<file path="src/wps_pkg.sv">
package wps_pkg;

   localparam int CHAN_W         = 8;
   localparam int PIXEL_W        = 3 * CHAN_W;
   localparam int PROD_W         = 2 * CHAN_W;
   localparam int CNT_W          = 5;
   localparam int RSP_DATA_W     = 8;
   localparam int BITS_PER_PIXEL = PIXEL_W;
   localparam logic [CHAN_W-1:0] FULL_SCALE      = 8'd255;
   localparam logic [CHAN_W-1:0] BRIGHTNESS_INIT = FULL_SCALE;
   localparam logic [CNT_W-1:0]  CNT_LOAD        = CNT_W'(BITS_PER_PIXEL);
   localparam logic [CNT_W-1:0]  CNT_FINAL       = CNT_W'(1);

   // Pixel waiting between the scaling lanes and the serializer.
   typedef struct packed {
      logic valid;
      logic last_pixel;
   } pixel_stage_type;

endpackage

</file>
<file path="src/wps_scale_lane.sv">
module wps_scale_lane
   import wps_pkg::*;
(
   input  logic              clock,
   input  logic              enable,
   input  logic [CHAN_W-1:0] brightness,
   input  logic [CHAN_W-1:0] channel,
   output logic [CHAN_W-1:0] scaled
);

   logic [PROD_W-1:0] product_ff;
   logic [PROD_W-1:0] product_in;
   logic [PROD_W-1:0] approx_sum;
   logic [CHAN_W-1:0] quot_est;
   logic [PROD_W:0]   quot_times_scale;
   logic [PROD_W:0]   remainder;
   logic [CHAN_W:0]   quot_fixed;

   assign product_in = PROD_W'(brightness) * PROD_W'(channel);

   always_ff @(posedge clock) begin
      if (enable) begin
         product_ff <= product_in;
      end
   end

   // Divide by 255: estimate with a shift-add, then one compare and correct.
   assign approx_sum       = product_ff + (product_ff >> CHAN_W);
   assign quot_est         = approx_sum[PROD_W-1:CHAN_W];
   assign quot_times_scale = {1'b0, quot_est, {CHAN_W{1'b0}}} - (PROD_W+1)'(quot_est);
   assign remainder        = {1'b0, product_ff} - quot_times_scale;

   always_comb begin
      if (remainder >= (PROD_W+1)'(FULL_SCALE)) begin
         quot_fixed = {1'b0, quot_est} + (CHAN_W+1)'(1);
      end else begin
         quot_fixed = {1'b0, quot_est};
      end
   end

   assign scaled = quot_fixed[CHAN_W-1:0];

endmodule

</file>
<file path="src/wps_bit_serializer.sv">
module wps_bit_serializer
   import wps_pkg::*;
(
   input  logic               clock,
   input  logic               reset,
   input  pixel_stage_type    stage,
   input  logic [PIXEL_W-1:0] word,
   input  logic               rsp_ready,
   output logic               load,
   output logic               rsp_valid,
   output logic               line_bit,
   output logic               is_latch,
   output logic               run_last
);

   logic               busy_ff,        busy_in;
   logic [PIXEL_W-1:0] shift_ff,       shift_in;
   logic [CNT_W-1:0]   count_ff,       count_in;
   logic               latch_pend_ff,  latch_pend_in;
   logic               latch_phase_ff, latch_phase_in;

   logic take;
   logic final_bit;
   logic finish;
   logic to_latch;

   assign take      = busy_ff && rsp_ready;
   assign final_bit = (count_ff == CNT_FINAL);
   assign finish    = take && (latch_phase_ff || (final_bit && !latch_pend_ff));
   assign to_latch  = take && !latch_phase_ff && final_bit && latch_pend_ff;
   // Pull the next pixel in the same cycle the current one drains.
   assign load      = stage.valid && (!busy_ff || finish);

   always_comb begin
      busy_in        = busy_ff;
      shift_in       = shift_ff;
      count_in       = count_ff;
      latch_pend_in  = latch_pend_ff;
      latch_phase_in = latch_phase_ff;
      priority if (load) begin
         busy_in        = 1'b1;
         shift_in       = word;
         count_in       = CNT_LOAD;
         latch_pend_in  = stage.last_pixel;
         latch_phase_in = 1'b0;
      end else if (finish) begin
         busy_in        = 1'b0;
         latch_phase_in = 1'b0;
      end else if (to_latch) begin
         latch_phase_in = 1'b1;
         latch_pend_in  = 1'b0;
      end else if (take) begin
         shift_in = {shift_ff[PIXEL_W-2:0], 1'b0};
         count_in = count_ff - CNT_FINAL;
      end
   end

   always_ff @(posedge clock) begin
      if (reset) begin
         busy_ff        <= 1'b0;
         count_ff       <= '0;
         latch_pend_ff  <= 1'b0;
         latch_phase_ff <= 1'b0;
      end else begin
         busy_ff        <= busy_in;
         count_ff       <= count_in;
         latch_pend_ff  <= latch_pend_in;
         latch_phase_ff <= latch_phase_in;
      end
   end

   always_ff @(posedge clock) begin
      shift_ff <= shift_in;
   end

   assign rsp_valid = busy_ff;
   assign line_bit  = latch_phase_ff ? 1'b0 : shift_ff[PIXEL_W-1];
   assign is_latch  = latch_phase_ff;
   assign run_last  = latch_phase_ff || (final_bit && !latch_pend_ff);

endmodule

</file>
<file path="src/ws2812_pixel_serializer.sv">
// Path: a pixel's first line bit is offered once the scaling lane product register and
// then the serializer shift register have loaded; that load waits for a free serializer.
// Throughput: 24 result transfers per pixel, 25 when the pixel closes a frame; the
// shift register gives one bit per ready cycle, and the next pixel loads without a gap.
// Three scaling lanes (multiply, then divide by 255) feed the shift register.
// Reset: synchronous, active high; clears the pipeline and sets brightness to 255.
module ws2812_pixel_serializer
   import wps_pkg::*;
(
   input  logic                  clock,
   input  logic                  reset,
   input  logic                  req_tvalid,
   output logic                  req_tready,
   input  logic [PIXEL_W-1:0]    req_tdata,  // red [7:0], green [15:8], blue [23:16]
   input  logic                  req_tlast,  // last_pixel
   output logic                  rsp_tvalid,
   input  logic                  rsp_tready,
   output logic [RSP_DATA_W-1:0] rsp_tdata,  // line_bit [0], zero fill [7:1]
   output logic                  rsp_tuser,  // is_latch
   output logic                  rsp_tlast,  // run_last
   input  logic                  csr_we,
   input  logic [CHAN_W-1:0]     csr_wdata
);

   logic [CHAN_W-1:0] brightness_ff;
   logic              stage_valid_ff, stage_valid_in;
   logic              stage_last_ff;
   logic              req_take;
   logic              load;
   logic              line_bit;
   logic [CHAN_W-1:0] red_scaled;
   logic [CHAN_W-1:0] green_scaled;
   logic [CHAN_W-1:0] blue_scaled;
   logic [PIXEL_W-1:0] merged_word;
   pixel_stage_type   stage;

   always_ff @(posedge clock) begin
      if (reset) begin
         brightness_ff <= BRIGHTNESS_INIT;
      end else if (csr_we) begin
         brightness_ff <= csr_wdata;
      end
   end

   assign req_take   = req_tvalid && req_tready;
   assign req_tready = !stage_valid_ff || load;

   always_comb begin
      priority if (req_take) begin
         stage_valid_in = 1'b1;
      end else if (load) begin
         stage_valid_in = 1'b0;
      end else begin
         stage_valid_in = stage_valid_ff;
      end
   end

   always_ff @(posedge clock) begin
      if (reset) begin
         stage_valid_ff <= 1'b0;
      end else begin
         stage_valid_ff <= stage_valid_in;
      end
   end

   always_ff @(posedge clock) begin
      if (req_take) begin
         stage_last_ff <= req_tlast;
      end
   end

   wps_scale_lane u_lane_red (
      .clock      (clock),
      .enable     (req_take),
      .brightness (brightness_ff),
      .channel    (req_tdata[CHAN_W-1:0]),
      .scaled     (red_scaled)
   );

   wps_scale_lane u_lane_green (
      .clock      (clock),
      .enable     (req_take),
      .brightness (brightness_ff),
      .channel    (req_tdata[2*CHAN_W-1:CHAN_W]),
      .scaled     (green_scaled)
   );

   wps_scale_lane u_lane_blue (
      .clock      (clock),
      .enable     (req_take),
      .brightness (brightness_ff),
      .channel    (req_tdata[3*CHAN_W-1:2*CHAN_W]),
      .scaled     (blue_scaled)
   );

   // Merge lanes in line order: green goes out first.
   assign merged_word = {green_scaled, red_scaled, blue_scaled};

   assign stage.valid      = stage_valid_ff;
   assign stage.last_pixel = stage_last_ff;

   wps_bit_serializer u_serializer (
      .clock     (clock),
      .reset     (reset),
      .stage     (stage),
      .word      (merged_word),
      .rsp_ready (rsp_tready),
      .load      (load),
      .rsp_valid (rsp_tvalid),
      .line_bit  (line_bit),
      .is_latch  (rsp_tuser),
      .run_last  (rsp_tlast)
   );

   assign rsp_tdata = {{(RSP_DATA_W-1){1'b0}}, line_bit};

endmodule

</file>
<file path="config.mk">
export PLATFORM = sky130hd
export DESIGN_NAME = ws2812_pixel_serializer
export DESIGN_NICKNAME = d
export VERILOG_FILES = /design/src/wps_pkg.sv /design/src/wps_scale_lane.sv /design/src/wps_bit_serializer.sv /design/src/ws2812_pixel_serializer.sv
export SDC_FILE = /design/constraint.sdc
export NUM_CORES = 1
export LEC_CHECK = 0
export BUFFER_PORTS_ARGS = -buffer_cell sky130_fd_sc_hd__buf_2
export CORE_UTILIZATION = 30
export DETAILED_ROUTE_END_ITERATION = 12
export HOLD_SLACK_MARGIN = 0.12
export PLACE_DENSITY = 0.41
export SYNTH_ARGS = -nofsm -noshare
export SYNTH_HDL_FRONTEND = slang
export SYNTH_HIERARCHICAL = 1
export SYNTH_SLANG_ARGS = --single-unit
</file>
<file path="constraint.sdc">
create_clock -name clock -period 7 [get_ports clock]
set_input_delay 1.4 -clock clock [delete_from_list [all_inputs] [get_ports clock]]
set_output_delay 1.4 -clock clock [all_outputs]
set_load 0.05 [all_outputs]
</file>
# --- Word level (Yosys, flattened, before mapping) ---
# Cells that the tools add are included.
op_classes:
  n_mul: 3
  n_mux: 19
  reduce_logical: 24
  magnitude_cmp: 3
  bitwise: 2
  n_addsub: 13
  n_eq_ne: 3
ops:
  columns: ["cell", "n"]
  rows:
  - ["$mux W24", 4]
  - ["$ge A17 B8 Y1 const B", 3]
  - ["$sub A16 B17 Y17", 3]
  - ["$sub A16 B8 Y17", 3]
  - ["$add A16 B8 Y16", 3]
  - ["$mul A8 B8 Y16", 3]
  - ["$add A8 B1 Y8 const B", 3]
  - ["$mux W8", 3]
  - ["$mux W5", 4]
  - ["$logic_and A1 B1 Y1", 8]
  - ["$mux W1", 8]
  - ["$reduce_bool A2 Y1", 4]
  - ["$reduce_and A3 Y1", 2]
  - ["$eq A5 B1 Y1 const B", 1]
  - ["$sub A5 B1 Y5 const B", 1]
  - ["$logic_not A1 Y1", 4]
  - ["$ne A2 B2 Y1 const B", 2]
  - ["$logic_or A1 B1 Y1", 3]
  - ["$reduce_or A3 Y1", 1]
  - ["$not A1 Y1", 2]
  - ["$reduce_and A2 Y1", 1]
  - ["$reduce_or A2 Y1", 1]
totals:
  in_bits: 38
  reg_bits: 90
  wordCells: 79

# --- Depth between registers and ports, before layout ---
logic_depth:
  ltp_word: 9
  depth_mapped: 25

# --- Hierarchy ---
# Netlist, hierarchy kept.
modules_own_cells:
  columns: ["mod", "seq_area_each_um2", "cells_per_inst", "area_each_um2", "n_inst"]
  rows:
  - ["wps_scale_lane (u_lane_blue)", 480.5, 496, 4291.6, 1]
  - ["wps_scale_lane (u_lane_green)", 480.5, 470, 4091.4, 1]
  - ["wps_scale_lane (u_lane_red)", 480.5, 452, 3958.8, 1]
  - ["wps_bit_serializer", 880.8, 100, 1562.7, 1]
  - ["ws2812_pixel_serializer", 210.2, 41, 437.9, 1]

# --- Worst setup path before layout ---
# Ideal clock, no wire load.
synth_timing:
  path_type: "register to register"
  startpoint: "register u_lane_green.product_ff[9]"
  endpoint: "register u_serializer.shift_ff[17], data pin"
  period_less_slack_ns: 5.593
  path_slack_ns: 1.407
  setup_time_ns: 0.260
  required_time_ns: 6.740
  arrival_time_ns: 5.333
  path_stages_with_launch: 25
  path_cell_list: "edfxtp_1 > ha_1 > a31o_2 > a21o_1 > a21oi_1 > nor2b_1 > o21ai_0 > a21oi_1 > and3_1 > clkbuf_1 > and4_1 > ha_1 > inv_1 > ha_1 > inv_1 > ha_1 > a21o_1 > a221o_1 > a21oi_1 > o22ai_1 > a311o_1 > nor4_4 > and3_4 > mux2_4 > mux2_2"
synth_via:
  elab_chain_len: 6
synth_rtl:
  columns: ["item", "line", "rtl"]
  rows:
  - ["start, declared", "wps_scale_lane.sv:11", "logic [PROD_W-1:0] product_ff;"]
  - ["start signal, assigned", "wps_scale_lane.sv:23", "product_ff <= product_in;"]
  - ["$add A16 B8 Y16", "wps_scale_lane.sv:28", "assign approx_sum = product_ff + (product_ff >> CHAN_W);"]
  - ["$sub A16 B8 Y17", "wps_scale_lane.sv:30", "assign quot_times_scale = {1'b0, quot_est, {CHAN_W{1'b0}}} - (PROD_W+1)'(quot_est);"]
  - ["$sub A16 B17 Y17", "wps_scale_lane.sv:31", "assign remainder = {1'b0, product_ff} - quot_times_scale;"]
  - ["$ge A17 B8 Y1", "wps_scale_lane.sv:34", "if (remainder >= (PROD_W+1)'(FULL_SCALE)) begin"]
  - ["$mux W8 (*)", "wps_scale_lane.sv:34", null]
  - ["via green_scaled[1]", "ws2812_pixel_serializer.sv:32", "logic [CHAN_W-1:0] green_scaled;"]
  - ["$mux W24 (*)", "wps_bit_serializer.sv:40", "priority if (load) begin"]
  - ["via u_serializer.shift_in[17]", "wps_bit_serializer.sv:17", "logic [PIXEL_W-1:0] shift_ff, shift_in;"]
  - ["end signal, assigned", "wps_bit_serializer.sv:73", "shift_ff <= shift_in;"]
  - ["end, declared", "wps_bit_serializer.sv:17", null]
# The timed path passes the listed nets; every way through them passes the cells marked *.
# A chain may end at the register's enable or synchronous reset.

# --- Worst setup path in the final report ---
# Ends and elaborated chain as after synthesis.

==> reports/results.txt <==
antenna violations before repair: 1
largest family of logic cells by synthesized area: adder cells
CTS buffer count: 9
setup repair bufs after CTS: 0
reg2reg setup slack: 0.87 ns
Highest Clock Rate: 163 MHz
WHS: 0.509 ns
worst slew pin tran: 0.785 ns
Setup crit end kind: flop
layout cell share with drive strength beyond 1: 8.46%
hold endpoint: u_serializer/latch_pend_ff
Slew Limit Fails: 0
#FFs+latches synth: 90
total die area: 48700 µm²
Synth Area in Simple Gates: 18.0%
Top FF cell, synth: edfxtp_1
routability cong.: 0.796
final hold viol count: 0
asr flop ratio synth: 0%
period utilisation layout: 87.5%
Synth top cells by count: inv_1, ha_1, nand2_1, and2_1, fa_1
Critical R2R Launch: u_lane_green/product_ff[9]
EDFF count, synth: 73
Final HPWL DP: 27900 µm
via-per-instance ratio: 4.81
via count of the first global-routing pass: 11100
max-cap violations: 0
r2r endpoint: u_serializer/shift_ff[17]
cell taking the most area after synthesis: ha_1
post-detailed-route count of antenna-violating nets: 0
Post-Syn Area: 14300 µm²
Post-Syn Instances: 1559
height of the die: 221 µm
DR DRC count: 1
Tmin final: 6.13 ns
Worst slew margin: 47.6%
# fillers: 4985
RSZ-0062 raised after global routing: false
CTS tree: built
DRT Wirelength: 34300 µm
Iter 0 DRT Violations: 429
sequential fraction of the synthesis area: 17.7%
total negative setup slack: 0 ns
outcome: finished with violations
largest net degree at the start of global routing: 50
mux cell area share after synthesis: 3.11%
post_cts resized: 0
H-Tree Depth: 3
Port Buffers: 42
Starting Density: 30.6%
Worst R2R Path Depth: 23
failing checks: design-rule violations
FP Rows: 79
CTS clk-pin slew, worst paths: 0.08 ns
grt total ovfl: 0
DR pass1 iterations: 10
startpoint types: flop
Avg WL per Cell: 15.5 µm
Final Skew: 0.0163 ns
final net count: 1976
hold path startpoint: stage_last_ff
Overall Global Routing Usage: 15.0%
Post-Synth Adder-Cell Area: 34.9%
Layout area overhead: 8.41%
Post-Syn Area per Cell: 9.20 µm²
clock buffer depth: 2
Synth Area in Compound Gates: 13.1%
root buffer cell: clkbuf_16
post-synth top area share: 19.8%
num ports: 50
Clock Sinks: 90
largest cells by area after synthesis: ha_1, edfxtp_1, fa_1
hold buffers post-CTS: 0
Hold Path Cell Cnt: 2
Die Width: 221 µm
top-count cell post-synth: inv_1
synth unique cells: 96
Setup CP Type: reg -> reg
worst skew pair latency: 0.38 ns
endpoints failing setup: 0
first-pass GRT wire length: 58000 µm
Post-Synth XOR/XNOR Area: 5.19%
critical path arrival: 6.25 ns
Vias: 10700
core region area: 46900 µm²
class of the worst hold path: reg -> reg
CP max FO: 7
CP required: 7.12 ns
Synth Warn #: 6
-- sequential cells by signal, indices dropped and copies added, names as in the netlist --
register,flops
brightness_ff,8
stage_last_ff,1
stage_valid_ff,1
u_lane_blue/product_ff,16
u_lane_green/product_ff,16
u_lane_red/product_ff,16
u_serializer/count_ff,5
u_serializer/is_latch,1
u_serializer/latch_pend_ff,1
u_serializer/rsp_valid,1
u_serializer/shift_ff,24
-- kinds of logic after synthesis --
family,count (synthesis)
other,1
multiplexers,33
AO/OA/AOI/OAI,253
XOR/XNOR,85
buffers and inverters,284
adder cells (fa/ha/maj),335
AND/OR/NAND/NOR,478
flip-flops,90
-- layout by cell type (no fill, tap or decap), types with 13 or more instances in the layout --
cell / synthesis / final
nor2b_1: 30 / 30
and2_1: 117 / 116
xnor2_1: 73 / 73
mux2_4: 21 / 21
nor3_1: 30 / 30
o21ai_0: 36 / 36
ha_1: 227 / 227
nand2_1: 134 / 134
inv_1: 258 / 258
a21oi_1: 53 / 53
nand2b_1: 16 / 16
nor2_1: 49 / 49
nand3_1: 26 / 26
buf_2: 2 / 42
dfxtp_1: 17 / 17
edfxtp_1: 73 / 73
o211ai_1: 13 / 13
a21o_1: 19 / 19
fa_1: 108 / 108
-- worst max-delay path, cell delays in order, from the launching register on --
cell,delay [ns]
edfxtp_1,0.48
ha_1,0.31
a31o_2,0.24
a21o_1,0.17
a21oi_1,0.13
nor2b_1,0.05
o21ai_0,0.13
a21oi_1,0.12
and3_1,0.25
and4_1,0.22
ha_1,0.37
inv_1,0.07
ha_1,0.27
inv_1,0.04
ha_1,0.38
a21o_1,0.22
a221o_1,0.34
a21oi_1,0.19
o22ai_1,0.16
a311o_1,0.41
nor4_4,0.45
and3_4,0.31
mux2_4,0.29
mux2_2,0.25
-- layout make-up --
cell class | instances | area (µm²) | share of cell area [%]
diodes | 1 | 2.50 | 0.0161
multi-input cells | 1191 | 10700 | 68.7
repair buffers | 53 | 293 | 1.88
flip-flops and latches | 90 | 2530 | 16.3
clock inverters | 7 | 81.3 | 0.523
well taps | 607 | 759 | 4.88
inverters | 258 | 968 | 6.23
clock buffers | 9 | 225 | 1.45
-- stage by stage --
stage	util (%)	instances	cell area, µm²	setup WS (ns)
final	33.2	2216	15500	0.873
after global routing	33.2	2216	15500	0.542
after CTS	33.2	2215	15500	0.912
after detailed placement	32.5	2199	15200	0.930
after floorplan	-	1565	14400	1.41
after global placement	32.5	2199	15200	1.00
-- how the worst max path moves through the flow --
stage / end / start / slack, ns / cells after the start
global route: u_serializer/shift_ff[1] / u_lane_blue/product_ff[9] / 0.54 / 21
detailed placement: u_serializer/shift_ff[17] / u_lane_green/product_ff[9] / 0.93 / 23
global placement: u_serializer/shift_ff[9] / u_lane_red/product_ff[9] / 1.00 / 23
CTS: u_serializer/shift_ff[17] / u_lane_green/product_ff[9] / 0.91 / 23
finish: u_serializer/shift_ff[17] / u_lane_green/product_ff[9] / 0.87 / 23
floorplan: u_serializer/shift_ff[17] / u_lane_green/product_ff[9] / 1.41 / 24
-- layer usage --
layer / vias up / wire length (µm) / GRT usage [%]
met2: 84 / 15900 / 25.1
li1: 5415 / - / -
met3: 25 / 678 / 2.14
met5: - / 0 / 0
met4: 0 / 550 / 3.74
met1: 5146 / 17200 / 20.2
Power is left out: the tool's default activity adds up to more than one toggle a clock period on the data nets, which glitch-free logic cannot reach.
